File: src/rtl/lsst_pkg.sv
// ----------------------------------------------------------------------------
// lsst_pkg
// Shared widths, constants, register indexes and structs of the LED strip
// sweep transition block.
// ----------------------------------------------------------------------------
package lsst_pkg;

  localparam int TIME_BITS_DEF  = 48;
  localparam int MAX_PIXELS_DEF = 64;

  localparam int COLOR_W    = 32;
  localparam int PCT_W      = 7;
  localparam int LEN_W      = 7;
  localparam int IDX_W      = 6;
  localparam int CH_W       = 8;
  localparam int TOT_W      = 27;
  localparam int NUM_W      = 34;
  localparam int Q_W        = 7;
  localparam int CFG_IDX_W  = 8;
  localparam int CFG_DATA_W = 32;

  localparam int US_PER_SECOND = 1000000;
  localparam int FULL_PERCENT  = 100;

  localparam logic [CFG_IDX_W-1:0] REG_TARGET_COLOR      = CFG_IDX_W'(0);
  localparam logic [CFG_IDX_W-1:0] REG_TARGET_BRIGHTNESS = CFG_IDX_W'(1);
  localparam logic [CFG_IDX_W-1:0] REG_SWEEP_SECONDS     = CFG_IDX_W'(2);
  localparam logic [CFG_IDX_W-1:0] REG_STRIP_LENGTH      = CFG_IDX_W'(3);

  typedef struct packed {
    logic [NUM_W-1:0] num;
    logic [TOT_W-1:0] den;
  } div_req_t;

  typedef struct packed {
    logic [LEN_W-1:0]   len;
    logic [LEN_W-1:0]   pos;
    logic [Q_W-1:0]     on_base;
    logic [Q_W-1:0]     on_tgt;
    logic [PCT_W-1:0]   base_bri;
    logic [PCT_W-1:0]   tgt_bri;
    logic [COLOR_W-1:0] base_color;
    logic [COLOR_W-1:0] tgt_color;
  } frame_t;

  typedef struct packed {
    logic busy;
    logic done;
  } emit_status_t;

endpackage

File: src/rtl/lsst_if.sv
// ----------------------------------------------------------------------------
// lsst_if
// Valid/ready channels of the sweep block: tick input, pixel output and
// configuration write port.
// ----------------------------------------------------------------------------
interface lsst_in_if #(
  parameter int TIME_BITS = lsst_pkg::TIME_BITS_DEF
);
  logic                 valid;
  logic                 ready;
  logic [TIME_BITS-1:0] now_us;

  modport source (output valid, output now_us, input ready);
  modport sink (input valid, input now_us, output ready);
endinterface

interface lsst_out_if;
  logic                       valid;
  logic                       ready;
  logic [lsst_pkg::IDX_W-1:0] pixel_index;
  logic [lsst_pkg::CH_W-1:0]  pixel_red;
  logic [lsst_pkg::CH_W-1:0]  pixel_green;
  logic [lsst_pkg::CH_W-1:0]  pixel_blue;
  logic [lsst_pkg::CH_W-1:0]  pixel_white;
  logic                       frame_last;

  modport source (output valid, output pixel_index, output pixel_red, output pixel_green,
                  output pixel_blue, output pixel_white, output frame_last, input ready);
  modport sink (input valid, input pixel_index, input pixel_red, input pixel_green,
                input pixel_blue, input pixel_white, input frame_last, output ready);
endinterface

interface lsst_cfg_if;
  logic                            valid;
  logic                            ready;
  logic [lsst_pkg::CFG_IDX_W-1:0]  index;
  logic [lsst_pkg::CFG_DATA_W-1:0] data;

  modport source (output valid, output index, output data, input ready);
  modport sink (input valid, input index, input data, output ready);
endinterface

File: src/rtl/lsst_div.sv
// ----------------------------------------------------------------------------
// lsst_div
// Shared restoring divider, one quotient bit per cycle, for quotients known
// to fit in Q_W bits.
// ----------------------------------------------------------------------------
module lsst_div (
  input  logic                     clk,
  input  logic                     rst_n,
  input  logic                     start,
  input  lsst_pkg::div_req_t       req,
  output logic                     done,
  output logic [lsst_pkg::Q_W-1:0] quot
);
  import lsst_pkg::*;

  localparam int CNT_W = $clog2(Q_W);

  logic [NUM_W-1:0] rem_r, rem_nxt;
  logic [NUM_W-1:0] dsh_r, dsh_nxt;
  logic [Q_W-1:0]   q_r, q_nxt;
  logic [CNT_W-1:0] cnt_r, cnt_nxt;
  logic             busy_r, busy_nxt;
  logic             ge;

  assign ge   = rem_r >= dsh_r;
  assign quot = {q_r[Q_W-2:0], ge};
  assign done = busy_r && (cnt_r == '0);

  always_comb begin
    rem_nxt  = rem_r;
    dsh_nxt  = dsh_r;
    q_nxt    = q_r;
    cnt_nxt  = cnt_r;
    busy_nxt = busy_r;
    if (start) begin
      rem_nxt  = req.num;
      dsh_nxt  = NUM_W'(req.den) << (Q_W - 1);
      q_nxt    = '0;
      cnt_nxt  = CNT_W'(Q_W - 1);
      busy_nxt = 1'b1;
    end else if (busy_r) begin
      if (ge) begin
        rem_nxt = rem_r - dsh_r;
      end
      q_nxt   = quot;
      dsh_nxt = dsh_r >> 1;
      cnt_nxt = cnt_r - CNT_W'(1);
      if (cnt_r == '0) begin
        busy_nxt = 1'b0;
      end
    end
  end

  always_ff @(posedge clk) begin
    rem_r <= rem_nxt;
    dsh_r <= dsh_nxt;
    q_r   <= q_nxt;
    cnt_r <= cnt_nxt;
    if (!rst_n) begin
      busy_r <= 1'b0;
    end else begin
      busy_r <= busy_nxt;
    end
  end

endmodule

File: src/rtl/lsst_emit.sv
// ----------------------------------------------------------------------------
// lsst_emit
// Pixel emitter: walks the strip one pixel per cycle while not stalled, runs
// the two duty accumulators and holds each pixel in an output register.
// ----------------------------------------------------------------------------
module lsst_emit (
  input  logic                   clk,
  input  logic                   rst_n,
  input  logic                   start,
  input  lsst_pkg::frame_t       frame,
  output lsst_pkg::emit_status_t status,
  lsst_out_if.source             out_pixel
);
  import lsst_pkg::*;

  frame_t           frame_r;
  logic [LEN_W-1:0] idx_r;
  logic [LEN_W-1:0] acc_b_r, acc_t_r;
  logic             busy_r;
  logic             valid_r;
  logic [IDX_W-1:0] index_r;
  logic [COLOR_W-1:0] color_r;
  logic             last_r;

  logic             advance;
  logic             last_px;
  logic [LEN_W:0]   sum_b, sum_t;
  logic             hit_b, hit_t;
  logic             base_on, tgt_on;
  logic [COLOR_W-1:0] color;

  assign advance = busy_r && (!valid_r || out_pixel.ready);
  assign last_px = (idx_r + LEN_W'(1)) == frame_r.len;

  assign sum_b = {1'b0, acc_b_r} + (LEN_W+1)'(frame_r.on_base);
  assign sum_t = {1'b0, acc_t_r} + (LEN_W+1)'(frame_r.on_tgt);
  assign hit_b = sum_b >= {1'b0, frame_r.len};
  assign hit_t = sum_t >= {1'b0, frame_r.len};

  always_comb begin
    priority if (frame_r.base_bri == '0) begin
      base_on = 1'b0;
    end else if (frame_r.base_bri >= PCT_W'(FULL_PERCENT)) begin
      base_on = 1'b1;
    end else begin
      base_on = hit_b;
    end
    priority if (frame_r.tgt_bri == '0) begin
      tgt_on = 1'b0;
    end else if (frame_r.tgt_bri >= PCT_W'(FULL_PERCENT)) begin
      tgt_on = 1'b1;
    end else begin
      tgt_on = hit_t;
    end
    if (idx_r < frame_r.pos) begin
      color = tgt_on ? frame_r.tgt_color : '0;
    end else begin
      color = base_on ? frame_r.base_color : '0;
    end
  end

  always_ff @(posedge clk) begin
    if (start) begin
      frame_r <= frame;
      idx_r   <= '0;
      acc_b_r <= '0;
      acc_t_r <= '0;
    end else if (advance) begin
      idx_r   <= idx_r + LEN_W'(1);
      acc_b_r <= hit_b ? LEN_W'(sum_b - {1'b0, frame_r.len}) : LEN_W'(sum_b);
      acc_t_r <= hit_t ? LEN_W'(sum_t - {1'b0, frame_r.len}) : LEN_W'(sum_t);
    end
    if (advance) begin
      index_r <= idx_r[IDX_W-1:0];
      color_r <= color;
      last_r  <= last_px;
    end
    if (!rst_n) begin
      busy_r  <= 1'b0;
      valid_r <= 1'b0;
    end else begin
      if (start) begin
        busy_r <= 1'b1;
      end else if (advance && last_px) begin
        busy_r <= 1'b0;
      end
      if (advance) begin
        valid_r <= 1'b1;
      end else if (out_pixel.ready) begin
        valid_r <= 1'b0;
      end
    end
  end

  assign status.busy = busy_r;
  assign status.done = advance && last_px;

  assign out_pixel.valid       = valid_r;
  assign out_pixel.pixel_index = index_r;
  assign out_pixel.pixel_red   = color_r[31:24];
  assign out_pixel.pixel_green = color_r[23:16];
  assign out_pixel.pixel_blue  = color_r[15:8];
  assign out_pixel.pixel_white = color_r[7:0];
  assign out_pixel.frame_last  = last_r;

endmodule

File: src/rtl/led_strip_sweep_transition.sv
// ----------------------------------------------------------------------------
// led_strip_sweep_transition
// Sweep sequencer, configuration registers and sweep state of the LED strip
// transition block.
// ----------------------------------------------------------------------------
// Each accepted tick starts a sweep when the target colour or brightness has
// changed and the strip length is non-zero, then, while a sweep runs, emits
// one pixel item per strip pixel in index order. A tick is processed as:
// accept in IDLE, the elapsed time in ELAP, the position product and the
// divider start in MUL, then three passes through the shared bit-serial
// divider (sweep position, base and target on-counts in DPOS, DBASE and
// DTGT), then the pixels at one per cycle while the output side takes them.
// A tick with no sweep running or a zero strip length emits nothing and
// leaves the block idle. The next tick can be accepted in the cycle after
// the last pixel enters the output register.
// ----------------------------------------------------------------------------
module led_strip_sweep_transition #(
  parameter int TIME_BITS  = lsst_pkg::TIME_BITS_DEF,
  parameter int MAX_PIXELS = lsst_pkg::MAX_PIXELS_DEF
) (
  input  logic       clk,
  input  logic       rst_n,
  lsst_in_if.sink    in_tick,
  lsst_out_if.source out_pixel,
  lsst_cfg_if.sink   cfg_wr
);
  import lsst_pkg::*;

  localparam logic [2:0] S_IDLE  = 3'd0;
  localparam logic [2:0] S_ELAP  = 3'd1;
  localparam logic [2:0] S_MUL   = 3'd2;
  localparam logic [2:0] S_DPOS  = 3'd3;
  localparam logic [2:0] S_DBASE = 3'd4;
  localparam logic [2:0] S_DTGT  = 3'd5;
  localparam logic [2:0] S_EMIT  = 3'd6;

  logic [2:0]           state_r, state_nxt;

  logic [COLOR_W-1:0]   tgt_color_r;
  logic [PCT_W-1:0]     tgt_bri_r;
  logic [PCT_W-1:0]     sweep_sec_r;
  logic [LEN_W-1:0]     strip_len_r;

  logic [COLOR_W-1:0]   snap_color_r;
  logic [PCT_W-1:0]     snap_bri_r;
  logic [COLOR_W-1:0]   base_color_r;
  logic [PCT_W-1:0]     base_bri_r;
  logic [TIME_BITS-1:0] start_r;
  logic [TOT_W-1:0]     total_r;
  logic                 active_r;

  logic [TIME_BITS-1:0] now_r;
  logic [LEN_W-1:0]     len_r;
  logic [TOT_W-1:0]     el_r;
  logic                 full_r;
  logic [LEN_W-1:0]     pos_r;
  logic [Q_W-1:0]       on_base_r;

  logic                 in_acc;
  logic [LEN_W-1:0]     len_now;
  logic                 changed;
  logic [PCT_W-1:0]     sec_eff;
  logic [TIME_BITS-1:0] elapsed;
  logic [PCT_W-1:0]     cfg_pct;

  logic                 div_start;
  div_req_t             div_req;
  logic                 div_done;
  logic [Q_W-1:0]       div_quot;

  logic                 emit_start;
  frame_t               frame;
  emit_status_t         emit_st;

  assign in_tick.ready = state_r == S_IDLE;
  assign cfg_wr.ready  = 1'b1;
  assign in_acc        = in_tick.valid && in_tick.ready;

  assign len_now = (strip_len_r > LEN_W'(MAX_PIXELS)) ? LEN_W'(MAX_PIXELS) : strip_len_r;
  assign changed = (tgt_color_r != snap_color_r) || (tgt_bri_r != snap_bri_r);
  assign sec_eff = (sweep_sec_r == '0) ? PCT_W'(1) : sweep_sec_r;
  assign elapsed = now_r - start_r;
  assign cfg_pct = (cfg_wr.data[PCT_W-1:0] > PCT_W'(FULL_PERCENT)) ? PCT_W'(FULL_PERCENT)
                                                                   : cfg_wr.data[PCT_W-1:0];

  // divider requests: position in MUL, on-counts after each result
  always_comb begin
    div_start = 1'b0;
    div_req   = '0;
    unique case (state_r)
      S_MUL: begin
        div_start   = 1'b1;
        div_req.num = NUM_W'(len_r) * NUM_W'(el_r);
        div_req.den = total_r;
      end
      S_DPOS: begin
        div_start   = div_done;
        div_req.num = NUM_W'(len_r) * NUM_W'(base_bri_r);
        div_req.den = TOT_W'(FULL_PERCENT);
      end
      S_DBASE: begin
        div_start   = div_done;
        div_req.num = NUM_W'(len_r) * NUM_W'(tgt_bri_r);
        div_req.den = TOT_W'(FULL_PERCENT);
      end
      default: begin
      end
    endcase
  end

  assign emit_start       = (state_r == S_DTGT) && div_done;
  assign frame.len        = len_r;
  assign frame.pos        = pos_r;
  assign frame.on_base    = on_base_r;
  assign frame.on_tgt     = div_quot;
  assign frame.base_bri   = base_bri_r;
  assign frame.tgt_bri    = tgt_bri_r;
  assign frame.base_color = base_color_r;
  assign frame.tgt_color  = tgt_color_r;

  always_comb begin
    state_nxt = state_r;
    unique case (state_r)
      S_IDLE: begin
        if (in_acc && (len_now != '0) && (changed || active_r)) begin
          state_nxt = S_ELAP;
        end
      end
      S_ELAP:  state_nxt = S_MUL;
      S_MUL:   state_nxt = S_DPOS;
      S_DPOS:  if (div_done) state_nxt = S_DBASE;
      S_DBASE: if (div_done) state_nxt = S_DTGT;
      S_DTGT:  if (div_done) state_nxt = S_EMIT;
      S_EMIT:  if (emit_st.done) state_nxt = S_IDLE;
      default: state_nxt = S_IDLE;
    endcase
  end

  always_ff @(posedge clk) begin
    if (in_acc) begin
      now_r <= in_tick.now_us;
      len_r <= len_now;
    end
    if (state_r == S_ELAP) begin
      el_r   <= elapsed[TOT_W-1:0];
      full_r <= elapsed >= TIME_BITS'(total_r);
    end
    if ((state_r == S_DPOS) && div_done) begin
      pos_r <= full_r ? len_r : LEN_W'(div_quot);
    end
    if ((state_r == S_DBASE) && div_done) begin
      on_base_r <= div_quot;
    end
    if (!rst_n) begin
      state_r      <= S_IDLE;
      tgt_color_r  <= '0;
      tgt_bri_r    <= PCT_W'(FULL_PERCENT);
      sweep_sec_r  <= PCT_W'(1);
      strip_len_r  <= LEN_W'(64);
      snap_color_r <= '0;
      snap_bri_r   <= PCT_W'(FULL_PERCENT);
      base_color_r <= '0;
      base_bri_r   <= '0;
      start_r      <= '0;
      total_r      <= TOT_W'(US_PER_SECOND);
      active_r     <= 1'b0;
    end else begin
      state_r <= state_nxt;
      if (cfg_wr.valid && cfg_wr.ready) begin
        unique case (cfg_wr.index)
          REG_TARGET_COLOR:      tgt_color_r <= cfg_wr.data[COLOR_W-1:0];
          REG_TARGET_BRIGHTNESS: tgt_bri_r   <= cfg_pct;
          REG_SWEEP_SECONDS:     sweep_sec_r <= cfg_pct;
          REG_STRIP_LENGTH:      strip_len_r <= cfg_wr.data[LEN_W-1:0];
          default: begin
          end
        endcase
      end
      if (in_acc && (len_now != '0) && changed) begin
        snap_color_r <= tgt_color_r;
        snap_bri_r   <= tgt_bri_r;
        start_r      <= in_tick.now_us;
        total_r      <= TOT_W'(sec_eff) * TOT_W'(US_PER_SECOND);
        active_r     <= 1'b1;
      end
      // sweep complete: target becomes the base
      if (emit_start && (pos_r >= len_r)) begin
        base_color_r <= tgt_color_r;
        base_bri_r   <= tgt_bri_r;
        active_r     <= 1'b0;
      end
    end
  end

  lsst_div u_div (
    .clk   (clk),
    .rst_n (rst_n),
    .start (div_start),
    .req   (div_req),
    .done  (div_done),
    .quot  (div_quot)
  );

  lsst_emit u_emit (
    .clk       (clk),
    .rst_n     (rst_n),
    .start     (emit_start),
    .frame     (frame),
    .status    (emit_st),
    .out_pixel (out_pixel)
  );

`ifndef SYNTH
  a_div_done_in_div_state: assert property (@(posedge clk) disable iff (!rst_n)
    div_done |-> (state_r == S_DPOS) || (state_r == S_DBASE) || (state_r == S_DTGT))
    else $error("divider finished outside a divide state");

  a_pos_within_len: assert property (@(posedge clk) disable iff (!rst_n)
    (state_r == S_EMIT) |-> (pos_r <= len_r))
    else $error("sweep position beyond strip length");

  a_emit_only_in_emit: assert property (@(posedge clk) disable iff (!rst_n)
    emit_st.busy |-> (state_r == S_EMIT))
    else $error("emitter busy outside emit state");

  a_sweep_end_after_frame: assert property (@(posedge clk) disable iff (!rst_n)
    $fell(active_r) |-> ($past(state_r) == S_DTGT))
    else $error("sweep ended without a completed frame");
`endif

endmodule

File: src/flat_wrapper.sv
// flat-port wrapper written by rule: the top's interface ports become plain ports
module led_strip_sweep_transition_flat import lsst_pkg::*;
#(
  parameter int TIME_BITS  = lsst_pkg::TIME_BITS_DEF,
  parameter int MAX_PIXELS = lsst_pkg::MAX_PIXELS_DEF
)
  (clk, rst_n, in_tick_valid, in_tick_now_us, in_tick_ready, out_pixel_valid, out_pixel_pixel_index, out_pixel_pixel_red, out_pixel_pixel_green, out_pixel_pixel_blue, out_pixel_pixel_white, out_pixel_frame_last, out_pixel_ready, cfg_wr_valid, cfg_wr_index, cfg_wr_data, cfg_wr_ready);
  lsst_in_if #(.TIME_BITS(TIME_BITS)) in_tick_i ();
  lsst_out_if out_pixel_i ();
  lsst_cfg_if cfg_wr_i ();
  input  logic clk;
  input  logic rst_n;
  input wire logic [$bits(in_tick_i.valid)-1:0] in_tick_valid;
  input wire logic [$bits(in_tick_i.now_us)-1:0] in_tick_now_us;
  output wire logic [$bits(in_tick_i.ready)-1:0] in_tick_ready;
  output wire logic [$bits(out_pixel_i.valid)-1:0] out_pixel_valid;
  output wire logic [$bits(out_pixel_i.pixel_index)-1:0] out_pixel_pixel_index;
  output wire logic [$bits(out_pixel_i.pixel_red)-1:0] out_pixel_pixel_red;
  output wire logic [$bits(out_pixel_i.pixel_green)-1:0] out_pixel_pixel_green;
  output wire logic [$bits(out_pixel_i.pixel_blue)-1:0] out_pixel_pixel_blue;
  output wire logic [$bits(out_pixel_i.pixel_white)-1:0] out_pixel_pixel_white;
  output wire logic [$bits(out_pixel_i.frame_last)-1:0] out_pixel_frame_last;
  input wire logic [$bits(out_pixel_i.ready)-1:0] out_pixel_ready;
  input wire logic [$bits(cfg_wr_i.valid)-1:0] cfg_wr_valid;
  input wire logic [$bits(cfg_wr_i.index)-1:0] cfg_wr_index;
  input wire logic [$bits(cfg_wr_i.data)-1:0] cfg_wr_data;
  output wire logic [$bits(cfg_wr_i.ready)-1:0] cfg_wr_ready;
  assign in_tick_i.valid = in_tick_valid;
  assign in_tick_i.now_us = in_tick_now_us;
  assign in_tick_ready = in_tick_i.ready;
  assign out_pixel_valid = out_pixel_i.valid;
  assign out_pixel_pixel_index = out_pixel_i.pixel_index;
  assign out_pixel_pixel_red = out_pixel_i.pixel_red;
  assign out_pixel_pixel_green = out_pixel_i.pixel_green;
  assign out_pixel_pixel_blue = out_pixel_i.pixel_blue;
  assign out_pixel_pixel_white = out_pixel_i.pixel_white;
  assign out_pixel_frame_last = out_pixel_i.frame_last;
  assign out_pixel_i.ready = out_pixel_ready;
  assign cfg_wr_i.valid = cfg_wr_valid;
  assign cfg_wr_i.index = cfg_wr_index;
  assign cfg_wr_i.data = cfg_wr_data;
  assign cfg_wr_ready = cfg_wr_i.ready;
  led_strip_sweep_transition #(.TIME_BITS(TIME_BITS), .MAX_PIXELS(MAX_PIXELS)) u_core (.clk(clk), .rst_n(rst_n), .in_tick(in_tick_i), .out_pixel(out_pixel_i), .cfg_wr(cfg_wr_i));
endmodule
File: config.mk
export PLATFORM = sky130hd
export DESIGN_NAME = led_strip_sweep_transition_flat
export DESIGN_NICKNAME = d
export VERILOG_FILES = /design/src/rtl/lsst_pkg.sv /design/src/rtl/lsst_if.sv /design/src/rtl/lsst_div.sv /design/src/rtl/lsst_emit.sv /design/src/rtl/led_strip_sweep_transition.sv /design/src/flat_wrapper.sv
export SDC_FILE = /design/constraint.sdc
export NUM_CORES = 2
export LEC_CHECK = 0
export BUFFER_PORTS_ARGS = -buffer_cell sky130_fd_sc_hd__buf_2
export CAP_MARGIN = 15
export CORE_ASPECT_RATIO = 1.1
export CORE_UTILIZATION = 35
export DETAILED_ROUTE_END_ITERATION = 8
export MAX_ROUTING_LAYER = met4
export PLACE_DENSITY_LB_ADDON = 0.12
export SYNTH_ARGS = -nofsm -noshare
export SYNTH_HDL_FRONTEND = slang
export SYNTH_HIERARCHICAL = 1
export SYNTH_SLANG_ARGS = --single-unit
File: constraint.sdc
create_clock -name clk -period 6.3 [get_ports clk]
set_input_delay 0.315 -clock clk [delete_from_list [all_inputs] [get_ports clk]]
set_output_delay 0.315 -clock clk [all_outputs]
set_load 0.01 [all_outputs]
==> impl_metrics.env <==
export IMPL_hold_class="primary input to flop"
export IMPL_crit_path_frequent_cell="fa_1"
export IMPL_root_buffer="clkbuf_16"
export IMPL_wl_per_cell_um=17.9
export IMPL_clkLatencyLatePin_ns=0.67
export IMPL_outcome="completed"
export IMPL_vias=28090
export IMPL_p_comb_share_pct=54.7
export IMPL_areaGrowthSynthToFinish_pct=14.1
export IMPL_path_cells="nand2_1 -> fa_1 -> fa_1 -> inv_1 -> fa_1 -> inv_1 -> fa_1 -> inv_1 -> ha_1 -> o21a_1 -> o21a_1 -> and3_1 -> a211o_1 -> a31o_1 -> a21o_1 -> a21oi_2 -> o21ai_1 -> nand4_1 -> nand3_1 -> o221a_2"
export IMPL_core_rowCount=127
export IMPL_final_hold_viol_count=0
export IMPL_rsz0062_at_grt="false"
export IMPL_total_power_mw=19.1
export IMPL_synth_warnings=6
export IMPL_avgViaCountPerCell=5.00
export IMPL_hpwl_mm=75.0
export IMPL_critPathMaxStageDelay_ns=0.73
export IMPL_fin_crit_ns=5.96
export IMPL_max_cap_viol_count=0
export IMPL_grt_max_degree=165
export IMPL_die_w_um=318
export IMPL_h_tree_depth=3
export IMPL_ant_nets=0
export IMPL_dieArea_um2=111000
export IMPL_syn_cell_area_um2=38400
export IMPL_arrival_ns=6.32
export IMPL_p_sw_mw=8.21
export IMPL_setup_violations_final=0
export IMPL_grt_antenna_before_repair=0
export IMPL_cts_sinks=546
export IMPL_cp_slowest_cell="edfxtp_1"
export IMPL_worstPathMaxFanout=16
export IMPL_power_density_nw_per_um2=437
export IMPL_clk_path_buf_depth=3
export IMPL_dr_pass1_iters=6
export IMPL_drive_gt1_share_pct=9.11
export IMPL_overflow=0
export IMPL_switching_share_pct=42.9
export IMPL_p_int_mw=10.9
export IMPL_post_route_drc_count=0
export IMPL_cp_end_kind="flop"
export IMPL_multiInputGateArea_um2=22200
export IMPL_gp_congestion=0.906
export IMPL_die_y_um=349
export IMPL_fin_setup_tns_ns=0
export IMPL_initialDrtViolationCount=1417
export IMPL_slew_headroom_pct=26.2
export IMPL_syn_inst=3974
export IMPL_period_share_pct=94.7
export IMPL_final_nets=4733
export IMPL_grt_pass1_vias=28136
export IMPL_boundaryPins=135
export IMPL_start_kind="flop"
export IMPL_cellLeakagePower_nw=18.3
export IMPL_skew_ns=0.0685
export IMPL_start_util_pct=35.3
export IMPL_required_ns=6.65
export IMPL_port_buffers=133
export IMPL_slew_viol_final=0
export IMPL_path_class="flop to flop"
export IMPL_coreArea_um2=109000
export IMPL_num_antenna_cells=0
export IMPL_seqCellArea_um2=14000
export IMPL_seq_power_share_pct=23.9
export IMPL_grt_total_usage_pct=18.7
export IMPL_grt_pass1_wl_mm=160
export IMPL_cts_tree="done"
export IMPL_syn_area_per_cell_um2=9.66
export IMPL_worst_slew_pin_slew_ns=1.10
export IMPL_clkPwrFrac_pct=21.5
export IMPL_clk_pin_slew_ns=0.06
export IMPL_vdd_drop_max_mv=0.405
export IMPL_totalWireLength_mm=101
export IMPL_fillers=10893
export IMPL_post_cts_buffers=0
export IMPL_cts_buffers_inserted=68
export IMPL_fmax_mhz=168
-- power groups by stage --
stage | logic (mW) | clock network, mW | registers, mW
floorplan | 8.04 | 0 | 4.50
global placement | 10.5 | 0 | 4.64
detailed placement | 10.4 | 0 | 4.64
CTS | 10.6 | 4.25 | 4.57
global route | 11.9 | 4.38 | 4.61
finish | 10.5 | 4.10 | 4.56
-- stage by stage --
stage	utilization (%)	hold slack, ns	instances	setup WS [ns]	area (um2)
2_1_floorplan	-	0.400	3977	0.745	38400
3_3_place_gp	37.3	0.403	5416	0.462	40600
3_5_place_dp	37.3	0.405	5416	0.403	40600
4_1_cts	40.2	0.0934	5622	0.304	43800
5_1_grt	40.2	0.154	5622	0.0784	43800
6_report	40.2	0.152	5622	0.337	43800
-- routing by layer --
metal	GRT usage [%]	part of all wire [%]	vias to the layer above
li1	-	-	14043
met1	24.6	48	13603
met2	30.7	47	339
met3	2.27	3.0	105
met4	4.32	1.8	0
met5	-	0	-
-- area by class of cell --
class / instances / share of cell area [%]
inverters: 409 / 3.51
clock buffers: 88 / 4.34
flip-flops and latches: 546 / 31.9
repair buffers: 262 / 4.24
well taps: 1419 / 4.06
multi-input cells: 2861 / 50.8
clock inverters: 37 / 1.18
-- critical path, delay by kind of cell, from the launching register on --
family | cells | cell delay (ns)
and+or+nand+nor | 4 | 0.58
buffers and inverters | 3 | 0.16
DFF | 1 | 0.73
adders and majority gates | 5 | 2.46
AOI/OAI and AO/OA | 8 | 1.72
-- flip-flops by register name, summed over array words and instances (netlist names), 21 cells and up --
| name | flops |
|---|---|
| u_core/u_emit/frame_r | 106 |
| u_core/now_r | 48 |
| u_core/tgt_color_r | 32 |
| u_core/u_div/rem_r | 34 |
| u_core/start_r | 48 |
| u_core/u_div/dsh_r | 33 |
| u_core/snap_color_r | 32 |
| u_core/base_color_r | 32 |
| u_core/u_emit/color_r | 32 |
| u_core/el_r | 27 |
| u_core/total_r | 21 |
-- what timing repair did --
item | 4_1_cts | 5_1_grt
hold endpoints to repair | 137 | 0
resized for setup | 0 | 0
hold buffers | 81 | 0
-- layout by cell type (no fill, tap or decap), types with 30 or more instances in the layout --
master and instances:
a211oi_1 35, a21boi_0 40, a21o_1 78, a21oi_1 201, a22o_2 31, and2_1 210
buf_2 132, buf_4 47, clkbuf_16 69, dfxtp_1 243, dlygate4sd3_1 81, edfxtp_1 303
fa_1 188, ha_1 304, inv_1 406, mux2i_1 124, nand2_1 384, nand3_1 43
nand4_1 35, nor2_1 234, nor2b_1 172, nor3_1 54, o21a_1 34, o21ai_0 120
o31ai_1 30, xnor2_1 78, xor2_1 89
-- worst paths after layout --
path | start | endpoint | slack [ns] | depth (start not counted)
worst max register to register | u_core/len_r[6] | u_core/u_div/rem_r[21] | 0.34 | 20
worst max-delay path | u_core/len_r[6] | u_core/u_div/rem_r[21] | 0.34 | 20
worst min register to register | u_core/on_base_r[3] | u_core/u_emit/frame_r[88] | 0.41 | 0
worst min-delay path | rst_n | u_core/tgt_color_r[31] | 0.15 | 2
Power figures use the tool's default switching activity.
